--- src/rtl/crkm_pkg.sv ---
// Shared types, constants and the microprogram of the challenge-response key mixer.
// Depends on nothing. The sequencer and the top level both use it.
package crkm_pkg;

   // Modulus 2^31-1 and the fixed word multiplier
   localparam logic [30:0] MixPrime = 31'h7FFFFFFF;
   localparam logic [30:0] MixMult  = 31'h0E79A9C1;

   // Step counter width, enough for the whole program
   localparam int StepWidth = 5;

   typedef enum logic [0:0] {
      SEQ_IDLE,
      SEQ_RUN
   } seq_state_type;

   // Datapath operations, one per control word
   typedef enum logic [3:0] {
      OP_NOP,
      OP_MUL_W0,
      OP_FOLD,
      OP_FINISH,
      OP_ADD_HIGH,
      OP_MUL_K0,
      OP_ADD_K1,
      OP_ADD_W1,
      OP_MUL_K2,
      OP_ADD_K3,
      OP_ACC_SUM,
      OP_LOAD_HF,
      OP_LOAD_SF,
      OP_EMIT
   } mix_op_type;

   // One control word
   typedef struct packed {
      mix_op_type op;
      logic       st_t;        // store reduced value as t
      logic       st_h;        // store reduced value as running high
      logic       st_hf;       // store reduced value as final high
      logic       done_no_end; // leave program when the pair is not the last one
      logic       done;        // leave program unconditionally
   } ucode_type;

   // Byte swap of a 32-bit word
   function automatic logic [31:0] swap32(input logic [31:0] v);
      return {v[7:0], v[15:8], v[23:16], v[31:24]};
   endfunction

   // Key derivation: byte-swapped chunk masked to 31 bits
   function automatic logic [30:0] derive_key(input logic [31:0] chunk);
      logic [31:0] s;
      s = swap32(chunk);
      return s[30:0];
   endfunction

   // Program ROM
   function automatic ucode_type ucode_rom(input logic [StepWidth-1:0] step);
      ucode_type w;
      w = '0;
      w.op = OP_NOP;
      case (step)
         5'd0:  w.op = OP_MUL_W0;
         5'd1:  w.op = OP_FOLD;
         5'd2:  w.op = OP_FINISH;
         5'd3:  w.op = OP_ADD_HIGH;
         5'd4:  w.op = OP_MUL_K0;
         5'd5:  w.op = OP_ADD_K1;
         5'd6:  w.op = OP_FOLD;
         5'd7:  begin
            w.op   = OP_FINISH;
            w.st_t = 1'b1;
         end
         5'd8:  w.op = OP_ADD_W1;
         5'd9:  w.op = OP_FOLD;
         5'd10: w.op = OP_FINISH;
         5'd11: w.op = OP_MUL_K2;
         5'd12: w.op = OP_ADD_K3;
         5'd13: w.op = OP_FOLD;
         5'd14: begin
            w.op   = OP_FINISH;
            w.st_h = 1'b1;
         end
         5'd15: begin
            w.op          = OP_ACC_SUM;
            w.done_no_end = 1'b1;
         end
         5'd16: w.op = OP_LOAD_HF;
         5'd17: w.op = OP_FOLD;
         5'd18: begin
            w.op    = OP_FINISH;
            w.st_hf = 1'b1;
         end
         5'd19: w.op = OP_LOAD_SF;
         5'd20: w.op = OP_FOLD;
         5'd21: w.op = OP_FINISH;
         5'd22: begin
            w.op   = OP_EMIT;
            w.done = 1'b1;
         end
         default: w.done = 1'b1;
      endcase
      return w;
   endfunction

endpackage

--- src/rtl/crkm_seq.sv ---
// Microcode sequencer of the key mixer: step counter, program ROM and run/idle control.
// Depends on crkm_pkg.
module crkm_seq (
   input  logic                clock,
   input  logic                reset,
   input  logic                start,
   input  logic                run_end,
   input  logic                out_busy,
   output crkm_pkg::ucode_type ctrl,
   output logic                busy
);

   crkm_pkg::seq_state_type state_ff, state_in;
   logic [crkm_pkg::StepWidth-1:0] step_ff, step_in;
   crkm_pkg::ucode_type word;
   logic hold;
   logic leave;

   // Current control word; emit waits while the result register is full
   assign word  = crkm_pkg::ucode_rom(step_ff);
   assign hold  = (word.op == crkm_pkg::OP_EMIT) && out_busy;
   assign leave = !hold && (word.done || (word.done_no_end && !run_end));

   // Next state
   always_comb begin
      state_in = state_ff;
      case (state_ff)
         crkm_pkg::SEQ_IDLE: begin
            if (start) state_in = crkm_pkg::SEQ_RUN;
         end
         crkm_pkg::SEQ_RUN: begin
            if (leave) state_in = crkm_pkg::SEQ_IDLE;
         end
         default: state_in = crkm_pkg::SEQ_IDLE;
      endcase
   end

   // Outputs and step advance
   always_comb begin
      ctrl    = '0;
      ctrl.op = crkm_pkg::OP_NOP;
      busy    = 1'b1;
      step_in = step_ff;
      case (state_ff)
         crkm_pkg::SEQ_IDLE: begin
            busy    = 1'b0;
            step_in = '0;
         end
         crkm_pkg::SEQ_RUN: begin
            if (!hold) begin
               ctrl    = word;
               step_in = step_ff + {{(crkm_pkg::StepWidth-1){1'b0}}, 1'b1};
            end
         end
         default: step_in = '0;
      endcase
   end

   always_ff @(posedge clock) begin
      if (reset) begin
         state_ff <= crkm_pkg::SEQ_IDLE;
         step_ff  <= '0;
      end else begin
         state_ff <= state_in;
         step_ff  <= step_in;
      end
   end

endmodule

--- src/rtl/challenge_response_key_mixer.sv ---
// Challenge-response key mixer: chained multiply and mod 2^31-1 updates over word pairs.
// Each pair runs the microprogram: a pair that is not the last leaves after the sum step,
// a last pair goes on through the final folds to the emit, which registers the result.
// No transaction is taken while it runs; one shared 32x31 multiplier, a two-step fold.
// Reset is synchronous: keys, held digest, chain values, sequencer and rsp_valid clear.
// Depends on crkm_pkg and crkm_seq.
module challenge_response_key_mixer (
   input  logic        clock,
   input  logic        reset,
   input  logic        req_valid,
   output logic        req_stall,
   input  logic [63:0] req_digest_upper,
   input  logic [63:0] req_digest_lower,
   input  logic [30:0] req_word_first,
   input  logic [30:0] req_word_second,
   input  logic        req_run_start,
   input  logic        req_run_end,
   output logic        rsp_valid,
   input  logic        rsp_stall,
   output logic [63:0] rsp_response_upper,
   output logic [63:0] rsp_response_lower
);

   crkm_pkg::ucode_type ctrl;
   logic busy;
   logic accept;

   logic [30:0] key0_ff, key1_ff, key2_ff, key3_ff;
   logic [63:0] held_upper_ff, held_lower_ff;
   logic [30:0] chain_high_ff, chain_high_in;
   logic [63:0] chain_sum_ff, chain_sum_in;
   logic [30:0] w0_ff, w1_ff;
   logic        end_ff;
   logic [63:0] acc_ff, acc_in;
   logic [30:0] tval_ff, hf_ff;
   logic        rsp_valid_ff;
   logic [63:0] rsp_upper_ff, rsp_lower_ff;

   logic [31:0] mul_a;
   logic [30:0] mul_b;
   logic [62:0] mul_p;
   logic [32:0] fold_sum;
   logic [31:0] fin_sum;
   logic [30:0] fin_res;
   logic [63:0] mixed;

   assign accept    = req_valid && !req_stall;
   assign req_stall = busy;

   crkm_seq u_seq (
      .clock    (clock),
      .reset    (reset),
      .start    (accept),
      .run_end  (end_ff),
      .out_busy (rsp_valid_ff && rsp_stall),
      .ctrl     (ctrl),
      .busy     (busy)
   );

   // Shared multiplier
   always_comb begin
      mul_a = acc_ff[31:0];
      mul_b = key0_ff;
      case (ctrl.op)
         crkm_pkg::OP_MUL_W0: begin
            mul_a = {1'b0, w0_ff};
            mul_b = crkm_pkg::MixPrime & crkm_pkg::MixMult;
         end
         crkm_pkg::OP_MUL_K2: mul_b = key2_ff;
         default: mul_b = key0_ff;
      endcase
   end
   assign mul_p = 63'(mul_a) * 63'(mul_b);

   // Modulo 2^31-1: fold 64 bits to 33, then fold again with one conditional subtract
   assign fold_sum = 33'(acc_ff[30:0]) + 33'(acc_ff[61:31]) + 33'(acc_ff[63:62]);
   assign fin_sum  = 32'(acc_ff[30:0]) + 32'(acc_ff[32:31]);
   assign fin_res  = (fin_sum >= 32'(crkm_pkg::MixPrime))
                     ? 31'(fin_sum - 32'(crkm_pkg::MixPrime)) : fin_sum[30:0];

   // Final key from byte-swapped high and sum
   assign mixed = {crkm_pkg::swap32({1'b0, hf_ff}), crkm_pkg::swap32({1'b0, acc_ff[30:0]})};

   // Accumulator datapath
   always_comb begin
      acc_in       = acc_ff;
      chain_sum_in = chain_sum_ff;
      case (ctrl.op)
         crkm_pkg::OP_MUL_W0,
         crkm_pkg::OP_MUL_K0,
         crkm_pkg::OP_MUL_K2:  acc_in = 64'(mul_p);
         crkm_pkg::OP_FOLD:    acc_in = 64'(fold_sum);
         crkm_pkg::OP_FINISH:  acc_in = 64'(fin_res);
         crkm_pkg::OP_ADD_HIGH: acc_in = acc_ff + 64'(chain_high_ff);
         crkm_pkg::OP_ADD_K1:  acc_in = acc_ff + 64'(key1_ff);
         crkm_pkg::OP_ADD_W1:  acc_in = acc_ff + 64'(w1_ff);
         crkm_pkg::OP_ADD_K3:  acc_in = acc_ff + 64'(key3_ff);
         crkm_pkg::OP_ACC_SUM: chain_sum_in = chain_sum_ff
                                  + 64'(33'(acc_ff[30:0]) + 33'(tval_ff));
         crkm_pkg::OP_LOAD_HF: acc_in = 64'(chain_high_ff) + 64'(key1_ff);
         crkm_pkg::OP_LOAD_SF: acc_in = chain_sum_ff + 64'(key3_ff);
         default: acc_in = acc_ff;
      endcase
   end

   // Running high: cleared at run start, else updated by the program
   always_comb begin
      chain_high_in = chain_high_ff;
      if (ctrl.st_h) chain_high_in = fin_res;
   end

   // Per-run state and item registers
   always_ff @(posedge clock) begin
      if (reset) begin
         key0_ff       <= '0;
         key1_ff       <= '0;
         key2_ff       <= '0;
         key3_ff       <= '0;
         held_upper_ff <= '0;
         held_lower_ff <= '0;
         chain_high_ff <= '0;
         chain_sum_ff  <= '0;
         end_ff        <= 1'b0;
      end else if (accept) begin
         end_ff <= req_run_end;
         if (req_run_start) begin
            held_upper_ff <= req_digest_upper;
            held_lower_ff <= req_digest_lower;
            key0_ff       <= crkm_pkg::derive_key(req_digest_upper[63:32]);
            key1_ff       <= crkm_pkg::derive_key(req_digest_upper[31:0]);
            key2_ff       <= crkm_pkg::derive_key(req_digest_lower[63:32]);
            key3_ff       <= crkm_pkg::derive_key(req_digest_lower[31:0]);
            chain_high_ff <= '0;
            chain_sum_ff  <= '0;
         end
      end else begin
         chain_high_ff <= chain_high_in;
         chain_sum_ff  <= chain_sum_in;
      end
   end

   // Payload registers of the datapath
   always_ff @(posedge clock) begin
      if (accept) begin
         w0_ff <= req_word_first;
         w1_ff <= req_word_second;
      end
      acc_ff <= acc_in;
      if (ctrl.st_t)  tval_ff <= fin_res;
      if (ctrl.st_hf) hf_ff   <= fin_res;
   end

   // Result register
   always_ff @(posedge clock) begin
      if (reset) begin
         rsp_valid_ff <= 1'b0;
      end else if (ctrl.op == crkm_pkg::OP_EMIT) begin
         rsp_valid_ff <= 1'b1;
      end else if (rsp_valid_ff && !rsp_stall) begin
         rsp_valid_ff <= 1'b0;
      end
   end

   always_ff @(posedge clock) begin
      if (ctrl.op == crkm_pkg::OP_EMIT) begin
         rsp_upper_ff <= held_upper_ff ^ mixed;
         rsp_lower_ff <= held_lower_ff ^ mixed;
      end
   end

   assign rsp_valid          = rsp_valid_ff;
   assign rsp_response_upper = rsp_upper_ff;
   assign rsp_response_lower = rsp_lower_ff;

   // Running high stays a proper residue
   a_high_residue: assert property (@(posedge clock) disable iff (reset)
      chain_high_ff != crkm_pkg::MixPrime)
      else $error("running high reached the modulus");

   // A new result only follows a last pair
   a_emit_on_end: assert property (@(posedge clock) disable iff (reset)
      $rose(rsp_valid_ff) |-> end_ff)
      else $error("result without a last pair");

   // No transaction is taken while the program runs
   a_no_accept_busy: assert property (@(posedge clock) disable iff (reset)
      (ctrl.op != crkm_pkg::OP_NOP) |-> !accept)
      else $error("transaction accepted during program");

endmodule

--- config.mk ---
export PLATFORM = sky130hd
export DESIGN_NAME = challenge_response_key_mixer
export DESIGN_NICKNAME = d
export VERILOG_FILES = /design/src/rtl/crkm_pkg.sv /design/src/rtl/crkm_seq.sv /design/src/rtl/challenge_response_key_mixer.sv
export SDC_FILE = /design/constraint.sdc
export NUM_CORES = 2
export LEC_CHECK = 0
export ABC_AREA = 0
export CORE_MARGIN = 3
export CORE_UTILIZATION = 40
export DETAILED_ROUTE_END_ITERATION = 16
export DONT_BUFFER_PORTS = 1
export PLACE_DENSITY = 0.64
export SETUP_SLACK_MARGIN = 0.4
export SLEW_MARGIN = 25
export SYNTH_ARGS = -nofsm -noshare
export SYNTH_HDL_FRONTEND = slang
export SYNTH_SLANG_ARGS = --single-unit
--- constraint.sdc ---
create_clock -name clock -period 16.6 [get_ports clock]
set_input_delay 1.66 -clock clock [delete_from_list [all_inputs] [get_ports clock]]
set_output_delay 1.66 -clock clock [all_outputs]
set_load 0.03 [all_outputs]
# After elaboration in Yosys (flattened, before gate mapping)
# Index checks and enable logic that the tools add are counted.
dict set report word_totals {
  inputBits 196
  romBits 0
  reg_bits 671
  ramBits 0
  wordCells 124
  memories 0
  latch_bits 0
  output_inout_bits 130
}
dict set report op_classes {
  addsub 13
  mux 26
  n_eq_ne 38
  n_shift 0
  n_lt_le_gt_ge 1
  n_mul 1
  reduce_logical 23
  div_mod_pow 0
  n_bitwise 3
}
# cell n
set op_table {}
lappend op_table {{$pmux W64 S9} 1}
lappend op_table {{$add A64 B31 Y64} 5}
lappend op_table {{$mux W64} 3}
lappend op_table {{$xor A64 B64 Y64} 2}
lappend op_table {{$mux W31} 4}
lappend op_table {{$add A31 B31 Y32} 3}
lappend op_table {{$add A64 B32 Y64} 1}
lappend op_table {{$mul A32 B31 Y63} 1}
lappend op_table {{$pmux W31 S2} 1}
lappend op_table {{$pmux W4 S13} 1}
lappend op_table {{$eq A5 B4 Y1 const B} 8}
lappend op_table {{$eq A5 B5 Y1 const B} 7}
lappend op_table {{$add A32 B2 Y33} 1}
lappend op_table {{$add A31 B2 Y32} 1}
lappend op_table {{$ge A32 B31 Y1 const B} 1}
lappend op_table {{$mux W32} 1}
lappend op_table {{$sub A31 B31 Y31 const B} 1}
lappend op_table {{$eq A4 B4 Y1 const B} 7}
lappend op_table {{$reduce_or A22 Y1} 1}
lappend op_table {{$eq A5 B3 Y1 const B} 4}
lappend op_table {{$mux W9} 2}
lappend op_table {{$eq A4 B3 Y1 const B} 4}
lappend op_table {{$reduce_or A6 Y1} 2}
lappend op_table {{$eq A5 B2 Y1 const B} 2}
lappend op_table {{other kinds (18)} 41}

# Logic depth before layout (Yosys ltp)
dict set report depth {
  word_depth 11
  ltp_mapped 43
  ltp_nobuf 36
}

# Modules after synthesis
# Synthesis repeated with hierarchy kept, for this count alone.
dict set report unflattened {
  hier_cells 7307
  area_unflattened_um2 65454.0
}
# module area_each_um2 cells_each instances seq_area_each_um2
set modules_own_cells {}
lappend modules_own_cells {challenge_response_key_mixer 64645.8 7204 1 13993.4}
lappend modules_own_cells {crkm_seq 808.3 103 1 120.1}

# Worst setup path before layout
# Ideal clock, no wire load.
dict set report synth_path {
  path_kind {register to register}
  from {register u_seq.step_ff[0] (netlist name)}
  to {register acc_ff[61] (data pin)}
  t_required_ns 16.326
  path_buffers 4
  period_less_slack_ns 10.386
  t_arrival_ns 10.112
  setup_time_ns 0.274
  stages_incl_launch_ff 39
  slack_ns 6.214
  path_cell_list {dfxtp_1 -> inv_1 -> ha_1 -> clkbuf_1 -> nand3b_1 -> a21oi_1 -> a211oi_1 -> nand2_1 -> nor4_1 -> buf_2 -> nor2_1 -> clkbuf_1 -> a22oi_1 -> clkbuf_1 -> nor2_1 -> fa_1 -> fa_1 -> fa_1 -> [3 not listed] -> fa_1 -> inv_1 -> fa_1 -> inv_1 -> fa_1 -> fa_1 -> ha_1 -> a21o_1 -> a211o_1 -> a2111oi_0 -> nor3b_1 -> a211o_1 -> o221a_2 -> a21oi_1 -> o21ai_0 -> a221oi_1 -> xor2_1 -> o221ai_1}
}
dict set report synth_via {
  elab_chain_len 11
  elab_cells_between_ends 46
  classes_between {1 x mul; 34 x eq/ne; 6 x mux; 5 x reduce/logical}
}
# element line_no
set synth_lines {}
lappend synth_lines {{from (decl)} crkm_seq.sv:14} ;# logic [crkm_pkg::StepWidth-1:0] step_ff, step_in;
lappend synth_lines {{from (signal assigned)} crkm_seq.sv:65} ;# step_ff <= step_in;
lappend synth_lines {{$eq A5 B2 Y1 (tied with other cells)} crkm_pkg.sv:62} ;# case (step)
lappend synth_lines {{$reduce_or A6 Y1 (no source line)} -}
lappend synth_lines {{$pmux W4 S13 (*)} crkm_pkg.sv:62}
lappend synth_lines {{$eq A4 B4 Y1} crkm_seq.sv:21} ;# assign hold = (word.op == crkm_pkg::OP_EMIT) && out_busy;
lappend synth_lines {{$logic_and A1 B1 Y1} crkm_seq.sv:21}
lappend synth_lines {{$mux W9 (*)} crkm_seq.sv:50} ;# if (!hold) begin
lappend synth_lines {{$mux W9 (*)} crkm_seq.sv:44} ;# case (state_ff)
lappend synth_lines {{$eq A4 B4 Y1 / $eq A4 B1 Y1 (equally long branches)} {challenge_response_key_mixer.sv:64, challenge_response_key_mixer.sv:88}}
lappend synth_lines {{$pmux W31 S2 / $mux W32 (equally long branches)} challenge_response_key_mixer.sv:64} ;# case (ctrl.op)
lappend synth_lines {{$mul A32 B31 Y63} challenge_response_key_mixer.sv:73} ;# assign mul_p = 63'(mul_a) * 63'(mul_b);
lappend synth_lines {{$pmux W64 S9 (*)} challenge_response_key_mixer.sv:88} ;# case (ctrl.op)
lappend synth_lines {{via acc_in[61]} challenge_response_key_mixer.sv:34} ;# logic [63:0] acc_ff, acc_in;
lappend synth_lines {{to (signal assigned)} challenge_response_key_mixer.sv:148} ;# acc_ff <= acc_in;
lappend synth_lines {{to (decl)} challenge_response_key_mixer.sv:34}
# Mark *: on every way through the listed nets, which the timed path passes. The rest lies on a longest branch.
# A chain may end at the register's enable or synchronous reset.

# Worst setup path after layout
dict set report layout_path {
  from {register u_seq.step_ff[3] (netlist name)}
  to {register acc_ff[58] (data pin)}
}
# The elaborated chain is that of the path after synthesis.

==> results.cfg <==
[placement]
dp_hpwl_um = 202000
portBuffers = 0
globalplace.congestion = 1.01
placed_cells = 9346
place_area_mm2 = 0.0686

[worst_setup_path]
cp_common_cell = fa_1
crit_path_end_kind = flop
path_delay_family = adder cells
critPathSlowestCell = mux2i_4
worstReg2RegStart = u_seq.step_ff[3]
crit_type = reg -> reg
crit_required_ns = 17.04
cpPeakStageDelay_ns = 0.88
critPathArrivalTime_ns = 12.90
path_max_fanout = 39
crit_path_start_kind = flop
worst-path-buf-inv = 4
crit_start = u_seq.step_ff[3]

[global_routing]
gr-usage-all-layers_pct = 29.7
antenna_found_initial = 30
grt_first_pass_wirelength_um = 375000
grt_use_met2_pct = 44.6
grtUsageMet3_pct = 8.13
grt_max_degree = 218
met1_usage_pct = 39.8
grt_pass1_vias = 55800
grt-ovfl-total = 0
grt_busiest_layer = met2

[synthesis]
yosys_warnings = 0
synth_area_leaders = fa_1 (27%), edfxtp_1 (14%), ha_1 (8.5%)
yosysMostFrequentCell = nand2_1
synth_common_cells = nand2_1 (1159), fa_1 (905), inv_1 (873), nor2_1 (771), ha_1 (447)
syn-num-nets = 8966
synthCells = 7418
synthXorXnorAreaFrac_pct = 5.30
synth.area.mux_share_pct = 1.74
synth_top_area_cell = fa_1
synth_top_family_by_area = adder cells
synth_edf_count = 316
ys_ff_latch = 547
syn_area_mm2 = 0.0660
synthArstFlopShare_pct = 0
yosysSeqAreaShare_pct = 21.4
avgSynthCellArea_um2 = 8.89
post-synth-top-area-fraction_pct = 27.5
ys.flop_type = edfxtp_1
synth_simple_gate_area_share_pct = 16.0
synth_cell_types = 98
synth_compound_gate_area_share_pct = 12.2
synth_fa_ha_area_share_pct = 35.9

[final_layout]
drive_above_1_share_pct = 5.25
fin_nets = 8778
fillCellCount = 16100
area_delta_synth_final_pct = 7.27
multi_input_area_mm2 = 0.0473
regArea_mm2 = 0.0141
fin_area_mm2 = 0.0708
stdcell_count = 9473

[timing]
finClkSkew_ns = 0.0544
hold_viol = 0
finalSetupTns_ns = 0
relSlewSlack_pct = 24.3
finalSetupViolations = 0
fin_crit_ns = 12.46
max_freq_mhz = 80.2
min_period_over_period_pct = 75.1
rsz0062_at_grt = false
final_max_slew_viol_count = 0
worstMarginPinSlew_ns = 1.14

[cts]
ctsResizeCount = 0
post_cts_buffers = 0
tritoncts = done
numCtsBuffers = 57
root_buffer = clkbuf_16
cts-htree-levels = 2
clock_latency_ns = 0.69
clk_pin_slew_ns = 0.06
cts_max_path_buffers = 3
cts_sinks = 547
ctsHoldBuffers = 0

[floorplanning]
die_area_mm2 = 0.170
fp.dieW_um = 412
num_rows = 148
fp.dieH_um = 412
io_pins = 326
core-area_mm2 = 0.163
start_util_pct = 40.4

[drt]
via_per_inst = 5.93
final_antenna_net_count = 0
vias = 56200
route.detailed.drc = 0
dr.first_iter.drc_count = 6435
wire_per_inst_um = 26.8
routed_wl_um = 254000
first_pass_iters = 8

[worst_hold_path]
hp-class = reg -> reg
min-delay-start = held_lower_ff[39]

[run]
maxCapViolCount = 0

[outcome]
outcome = finished, final reports clean
final timing paths:
kind	cells after the start	slack, ns	endpoint
max reg2reg	31	4.14	acc_ff[58]
min reg2reg	0	0.44	rsp_response_lower[39]
max	31	4.14	acc_ff[58]
min	0	0.44	rsp_response_lower[39]
sequential cells by signal, indices dropped and copies added (netlist names), 64 cells and up:
name,count
chain_sum_ff,64
rsp_response_lower,64
rsp_response_upper,64
acc_ff,64
logic make-up (layout without fill, tap and decap cells):
kind of cell | count (synthesis) | in the layout
and+or+nand+nor | 2470 | 2470
adders and majority gates | 1352 | 1352
buffers and inverters | 1282 | 1143
AOI/OAI and AO/OA | 1259 | 1259
DFF | 547 | 547
xor gates and xnor gates | 398 | 398
muxes | 110 | 110
other | 0 | 19
final cells by class:
cell class	count	area share, %
multi-input cells	5589	66.9
clock buffers	66	2.12
flip-flops and latches	547	19.9
repair buffers	161	1.72
well taps	2175	3.85
inverters	874	4.64
clock inverters	42	0.794
diodes	19	0.0672
cell usage in the layout, fill, tap and decap left out, types with 17 or more instances in the layout:
master,instances
a221oi_1,18
o21ai_0,184
mux2_2,36
a22oi_1,35
mux2i_1,63
o22ai_1,36
edfxtp_1,316
inv_1,873
nand2_1,1158
fa_1,905
nand2b_1,43
buf_4,159
nor3_1,61
o21bai_1,33
o31ai_1,17
o21a_1,25
and3_1,44
nor2_1,769
diode_2,19
and2_1,34
o221ai_1,26
a31oi_1,68
clkbuf_16,58
a22o_1,18
ha_1,447
xor2_1,247
a21oi_1,435
o211ai_1,26
nand3_1,143
a21o_1,115
xnor2_1,150
nor2b_1,22
o2111ai_1,18
a211oi_1,32
or3_1,23
dfxtp_1,231
nand4_1,66
per-stage QoR:
step                      setup WS, ns  hold slack (ns)  utilization [%]
after floorplan                   6.21            0.408                -
after global placement            4.39            0.413             42.0
after detailed placement          4.30            0.420             42.0
after CTS                         4.28            0.433             43.3
after global routing              3.47            0.441             43.3
final                             4.14            0.436             43.3
metal layers:
| metal | vias up | wire length, um |
|---|---|---|
| li1 | 24100 | - |
| met1 | 28100 | 100000 |
| met2 | 3383 | 109000 |
| met3 | 613 | 30800 |
| met4 | 0 | 13900 |
| met5 | - | 0 |
Power is not shown: default switching activity piles up to over one toggle a cycle in this logic, so the estimate is an artifact.
